<file path="src/hdl/port_label_hash_cache_core_defines.svh">
// Assertion macros used by the cache core RTL
`ifndef PORT_LABEL_HASH_CACHE_CORE_DEFINES_SVH
`define PORT_LABEL_HASH_CACHE_CORE_DEFINES_SVH

// same-cycle implication, checked while out of reset
`define PLHC_ASSERT_NOW(lbl, ante, cons) \
    lbl: assert property (@(posedge clk) disable iff (!rst_n) (ante) |-> (cons)) \
        else $error("plhc assertion failed");

// next-cycle implication, checked while out of reset
`define PLHC_ASSERT_NEXT(lbl, ante, cons) \
    lbl: assert property (@(posedge clk) disable iff (!rst_n) (ante) |=> (cons)) \
        else $error("plhc assertion failed");

`endif

</file>
<file path="src/hdl/plhc_pkg.sv">
package plhc_pkg;

    localparam int PROTO_W    = 8;
    localparam int PORT_W     = 16;
    localparam int LABEL_IO_W = 32;
    localparam int KEY_W      = PROTO_W + PORT_W;

    typedef enum logic [1:0] {
        KIND_LOOKUP = 2'd0,
        KIND_INSERT = 2'd1,
        KIND_FLUSH  = 2'd2,
        KIND_RSVD   = 2'd3
    } kind_t;

    typedef enum logic [1:0] {
        ST_IDLE,
        ST_MOD,
        ST_CMP
    } state_t;

endpackage

</file>
<file path="src/hdl/plhc_meta.sv">
module plhc_meta
    import plhc_pkg::*;
#(
    parameter int BUCKETS = 256,
    parameter int WAYS    = 16
)
(
    input  logic                                  clk,
    input  logic                                  rst_n,
    input  logic                                  rd_en,
    input  logic [$clog2(BUCKETS)-1:0]            rd_addr,
    output logic [$clog2(WAYS+1)-1:0]             rd_fill,
    output logic [((WAYS > 1) ? $clog2(WAYS) : 1)-1:0] rd_head,
    input  logic                                  wr_en,
    input  logic [$clog2(BUCKETS)-1:0]            wr_addr,
    input  logic [$clog2(WAYS+1)-1:0]             wr_fill,
    input  logic [((WAYS > 1) ? $clog2(WAYS) : 1)-1:0] wr_head,
    input  logic                                  flush
);

    localparam int FW = $clog2(WAYS + 1);
    localparam int WB = (WAYS > 1) ? $clog2(WAYS) : 1;

    logic [FW+WB-1:0] mem [BUCKETS];
    logic [BUCKETS-1:0] valid_reg;
    logic [FW+WB-1:0] rd_data_reg;
    logic             rd_valid_reg;

    always_ff @(posedge clk)
    begin
        if (wr_en)
        begin
            mem[wr_addr] <= {wr_fill, wr_head};
        end
        if (rd_en)
        begin
            rd_data_reg <= mem[rd_addr];
        end
    end

    // a bucket never written since the last flush reads as empty
    always_ff @(posedge clk or negedge rst_n)
    begin
        if (!rst_n)
        begin
            valid_reg    <= '0;
            rd_valid_reg <= 1'b0;
        end
        else
        begin
            if (flush)
            begin
                valid_reg <= '0;
            end
            else if (wr_en)
            begin
                valid_reg[wr_addr] <= 1'b1;
            end
            if (rd_en)
            begin
                rd_valid_reg <= valid_reg[rd_addr];
            end
        end
    end

    assign rd_fill = rd_valid_reg ? rd_data_reg[FW+WB-1:WB] : '0;
    assign rd_head = rd_valid_reg ? rd_data_reg[WB-1:0] : '0;

endmodule

</file>
<file path="config.mk">
export PLATFORM = sky130hd
export DESIGN_NAME = plhc_meta
export DESIGN_NICKNAME = d
export VERILOG_FILES = /design/src/hdl/port_label_hash_cache_core_defines.svh /design/src/hdl/plhc_pkg.sv /design/src/hdl/plhc_meta.sv
export SDC_FILE = /design/constraint.sdc
export NUM_CORES = 2
export LEC_CHECK = 0
export ABC_CLOCK_PERIOD_IN_PS = 2300
export BUFFER_PORTS_ARGS = -buffer_cell sky130_fd_sc_hd__buf_2
export CAP_MARGIN = 5
export CORE_UTILIZATION = 50
export DETAILED_ROUTE_END_ITERATION = 6
export GPL_ROUTABILITY_DRIVEN = 0
export GPL_TIMING_DRIVEN = 0
export PLACE_DENSITY = 0.68
export SYNTH_ARGS = -nofsm -noshare
export SYNTH_HDL_FRONTEND = slang
export SYNTH_SLANG_ARGS = --single-unit
</file>
<file path="constraint.sdc">
create_clock -name clk -period 2.3 [get_ports clk]
set_input_delay 0.46 -clock clk [delete_from_list [all_inputs] [get_ports clk]]
set_output_delay 0.46 -clock clk [all_outputs]
set_load 0.01 [all_outputs]
</file>
---- Yosys cells after proc, flatten, opt, wreduce, memory -nomap -nowiden ----
Memory sizes are Yosys's and may differ from the RTL's. A register that Yosys moved wholly into a read port is not among the register bits.
Cells that the tools add are included.
storage, ports and cells
  memories kept ........................... 1
  logic and storage cells ................. 19
  bits in registers ....................... 257
  bits in writable memories ............... 2304
  output and inout bits ................... 9
cells by class
  magnitude comparators ................... 3
  bitwise operators ....................... 1
  reduce and logical (&&, ||, !) cells .... 2
  multiplexer cells ....................... 10
memory list
  memory  depth  bits a word  rd ports  clocked after Yosys merged registers in  write ports  line             RTL
  mem     256    9            1         1                                        1            plhc_meta.sv:24  logic [FW+WB-1:0] mem [BUCKETS];
operator list
  kind                count
  $mux 256            2
  $or 256x256->256    1
  $lt 8x9->1 const B  2
  $bmux 1 s8          1
  $demux 1 s8         1
  $ge 8x1->1 const B  1
  $mux 5              1
  $mux 1              4
  $mux 4              1
  $reduce_bool 2->1   1
  $logic_and 1x1->1   1

---- Depth between registers and ports, before layout ----
  depth in word-level cells ............... 7
  mapped depth ............................ 13

---- Worst setup path after synthesis ----
Ideal clock, no wire load.
  path type ............................... input-to-reg
  from .................................... input rd_addr[1]
  to ...................................... register rd_data_reg[0] (read register of mem) (data pin)
  data required time ...................... 2041 ps
  arrival ................................. 2724 ps
  buffers on the path ..................... 5
  stages .................................. 11
  slack ................................... -683 ps
  path through ............................ buf_4 > buf_2 > buf_2 > clkbuf_1 > buf_1 > mux4_2 > a22oi_1 > a21oi_1 > nor4_1 > o22ai_1 > or2_1
RTL lines
  item         line             RTL
  from (decl)  plhc_meta.sv:11  input logic [$clog2(BUCKETS)-1:0] rd_addr,
  to (decl)    plhc_meta.sv:26  logic [FW+WB-1:0] rd_data_reg;

---- Worst setup path in the final report ----
  from .................................... input rd_addr[2]
  to ...................................... register rd_valid_reg
on the way
  longest elaborated chain between the ends .. 2
ends and longest elaborated chain
  item                          line             RTL
  $bmux 1 s8                    plhc_meta.sv:61  rd_valid_reg <= valid_reg[rd_addr];
  $mux 1 (implied by the code)  plhc_meta.sv:61
  to (signal assigned)          plhc_meta.sv:61
  to (decl)                     plhc_meta.sv:27  logic rd_valid_reg;
Every way passes these cells. The select of a mux whose other input is x is not followed.
A chain may end at the register's enable or synchronous reset.

==> flow_summary_export.csv <==
group,metric,value,unit
outcome,outcome,"finished, violations left",
outcome,violations,"design-rule violations, negative setup slack",
clock_network,root_buffer,"clkbuf_16",
sta,setup_viol,1094,
place,port_buffers,30,
logic_synthesis,syn_nets,4975,
die,rows,162,
setup_path,critPathCaptureType,"flip-flop",
global_route,grt_max_degree,158,
global_route,grt-ovfl-total,0,
logic_synthesis,yosys_warnings,0,
sta,slew_headroom,5.22,%
logic_synthesis,async_flop_share,10.0,%
clock_network,cts_sinks,2570,
die,dieArea,0.200,mm2
layout,area_growth,17.4,%
clock_network,clock_path_buffers,3,
setup_path,critPathKind,"input pin to flip-flop",
setup_path,r2r_slack,-0.33,ns
setup_path,worst_path_max_delay_cell,"clkdlybuf4s15_2",
sta,min_period,2.78,ns
layout,fin_area,0.116,mm2
job,cap_viol_max_count,0,
setup_path,rr_worst_depth,6,
logic_synthesis,synth_seq_area_share,76.7,%
setup_path,crit_chain,"buf_2 -> buf_4 -> clkdlybuf4s15_2 -> clkbuf_4 -> mux2i_1 -> o21ai_0 -> a311oi_2 -> nor4_1 -> o211ai_1 -> o221ai_2",
layout,nFillCells,13900,
power_and_ir_drop,power_leakage,0.0370,uW
sta,fmax,359,MHz
route,wirelength,294,mm
layout,fin_util,59.3,%
logic_synthesis,yosysMostFrequentCell,"edfxtp_1",
logic_synthesis,synthCells,4945,
sta,fin_crit_sh,121,%
die,num_io_pins,39,
route,dr.pass1.iters,7,
route,wl_per_cell,36.0,um
setup_path,startpoint_type,"input pin",
global_route,grt_pass1_wl,408,mm
global_route,grt_pass1_vias,52400,
power_and_ir_drop,power_density,834,mW/mm2
layout,final_cells,8164,
die,die_w,447,um
route,via_per_inst,6.57,
sta,rsz0062_at_grt,"true",
worst_hold_path,hp-class,"input pin to flip-flop",
place,dp.cells,7625,
clock_network,path_clk_slew,0.07,ns
sta,finClkSkew,0.0464,ns
clock_network,htree_levels,4,
global_route,antenna_found_initial,7,
die,start_util,50.6,%
global_route,grt_usage,29.7,%
logic_synthesis,syn_area,0.0990,mm2
setup_path,critical_path_arrival,3.55,ns
worst_hold_path,min_from,"wr_fill[3]",
die,die_y,447,um
layout,nets,5352,
layout,drive_above_1_share,32.9,%
clock_network,cts_tree,"yes",
logic_synthesis,ys_ff_latch,2570,
place,dpl-instance-area,0.104,mm2
clock_network,cts_buffers,240,
clock_network,clock_latency,0.90,ns
power_and_ir_drop,peakVddDrop,797,uV
logic_synthesis,synth_edf_count,2313,
place,dp_hpwl,193,mm
setup_path,critPathMaxFanout,10,
worst_hold_path,hold_path_end,"mem[171][7]$_DFFE_PP_",
sta,setup_slack,-0.483,ns
setup_path,slowest_delay,0.64,ns
logic_synthesis,synthTopCellsByCount,"2313 x edfxtp_1, 718 x nor2_1, 626 x mux4_2, 290 x a22oi_1, 257 x dfrtp_1",
logic_synthesis,synth.distinct_cells,45,
sta,drv_slew,0,
worst_hold_path,hold_depth,1,
sta,worst-slew-pin-transition,1.42,ns
die,core_area,0.196,mm2
logic_synthesis,synth.area.top_cells,"edfxtp_1 70%, mux4_2 14%, dfrtp_1 6.5%",
setup_path,path_buf_inv,4,
route,ant_nets,0,
logic_synthesis,synth_area_per_cell,20.0,um2
setup_path,r2r-end,"rd_data_reg[6]$_DFFE_PP_",
setup_path,cp_data_required_time,3.07,ns
logic_synthesis,yosysTopAreaCell,"edfxtp_1",
logic_synthesis,netlist.area_leader.share,70.2,%
sta,tns,-77.65,ns
route,first_iter_violations,7910,
logic_synthesis,ys.flop_type,"edfxtp_1",
setup_path,critPathTopFamily,"buffers and inverters",
sta,finalHoldViolations,0,
route,drcViolationCount,41,
route,vias,53700,
setup_path,r2r_start,"mem[95][6]$_DFFE_PP_",
layout,largest_reg_flops,2304,
cell families after synthesis:
logic type,synth area share [%]
mux,14.6
buf+inv,1.41
flops,76.7
simple gates,3.63
compound gates,3.66
report_power, final:
group	internal [uW]	switching (uW)
Sequential	51000	37.4
Clock	22300	17500
Combinational	2050	4000
Total	75400	21600
routing by layer:
| metal | GRT usage, % | part of all wire, % |
|---|---|---|
| met2 | 43.4 | 44 |
| met1 | 39.9 | 36 |
| met3 | 10.8 | 14 |
| met4 | 13.8 | 5.6 |
| met5 | 0.440 | 0.096 |
final cells by class:
type | count | area, um2 | area share [%]
clock inverters | 143 | 1320 | 1.13
plain buffers | 302 | 2880 | 2.48
repair buffers | 139 | 1860 | 1.60
multi-input cells | 2065 | 24400 | 21.0
inverters | 4 | 15.0 | 0.0129
clock buffers | 313 | 6530 | 5.62
well taps | 2624 | 3280 | 2.83
flip-flops and latches | 2570 | 75900 | 65.3
diodes | 4 | 10.0 | 0.00861
cells in the final DEF, fill, tap and decap left out, drive strengths merged, types with 10 or more instances in the layout:
cell / synthesis / routed
edfxtp: 2313 / 2313
nor2: 718 / 718
mux4: 628 / 628
clkbuf: 186 / 487
a22oi: 290 / 290
buf: 120 / 261
dfrtp: 257 / 257
a21oi: 156 / 156
clkinv: 0 / 101
nor4: 38 / 38
nand2: 34 / 34
mux2i: 33 / 33
o21ba: 30 / 30
nand3: 24 / 24
o22ai: 24 / 24
bufinv: 0 / 21
clkinvlp: 0 / 13
or2: 13 / 13
inv: 4 / 12
nor2b: 11 / 11
o221ai: 11 / 11
nand4: 10 / 10
and2: 10 / 10
worst max path at each step:
stage,start,endpoint,slack (ns),cells past startpoint
detailed placement,rd_addr[1],rd_data_reg[7]$_DFFE_PP_,-3.24,11
CTS,rd_addr[0],rd_data_reg[3]$_DFFE_PP_,-0.30,12
floorplan,rd_addr[0],rd_data_reg[0]$_DFFE_PP_,-0.41,11
global placement,rst_n,valid_reg[80]$_DFFE_PN0P_,-4.11,1
global route,valid_reg[67]$_DFFE_PN0P_,rd_valid_reg$_DFFE_PN0P_,-0.35,7
finish,rd_addr[2],rd_valid_reg$_DFFE_PN0P_,-0.48,10
repair_timing:
action                                  4_1_cts  5_1_grt
hold buffers                                  4        0
gates cloned                                  5        0
hold endpoints to repair                    190        0
buffers inserted                             41       26
pin swaps                                    55       39
gates resized for setup                     619      272
endpoints found under the setup margin     1849     1824
metrics by stage:
| stage | setup slack (ns) | total power [uW] | hold WS [ns] |
|---|---|---|---|
| floorplan | -0.406 | 54500 | 0.164 |
| finish | -0.483 | 96900 | 0.0817 |
| CTS | -0.302 | 96700 | 0.0395 |
| detailed placement | -3.24 | 57200 | 0.404 |
| global route | -0.346 | 98900 | 0.0864 |
| global placement | -4.11 | 57100 | 0.473 |
worst register-to-register path: cells and delay by family (launching register included):
kind,cells,cell delay [ns]
simple gates,2,0.85
flops,1,0.36
compound gates,3,0.69
mux,1,0.50
(Power assumes the default switching activity.)
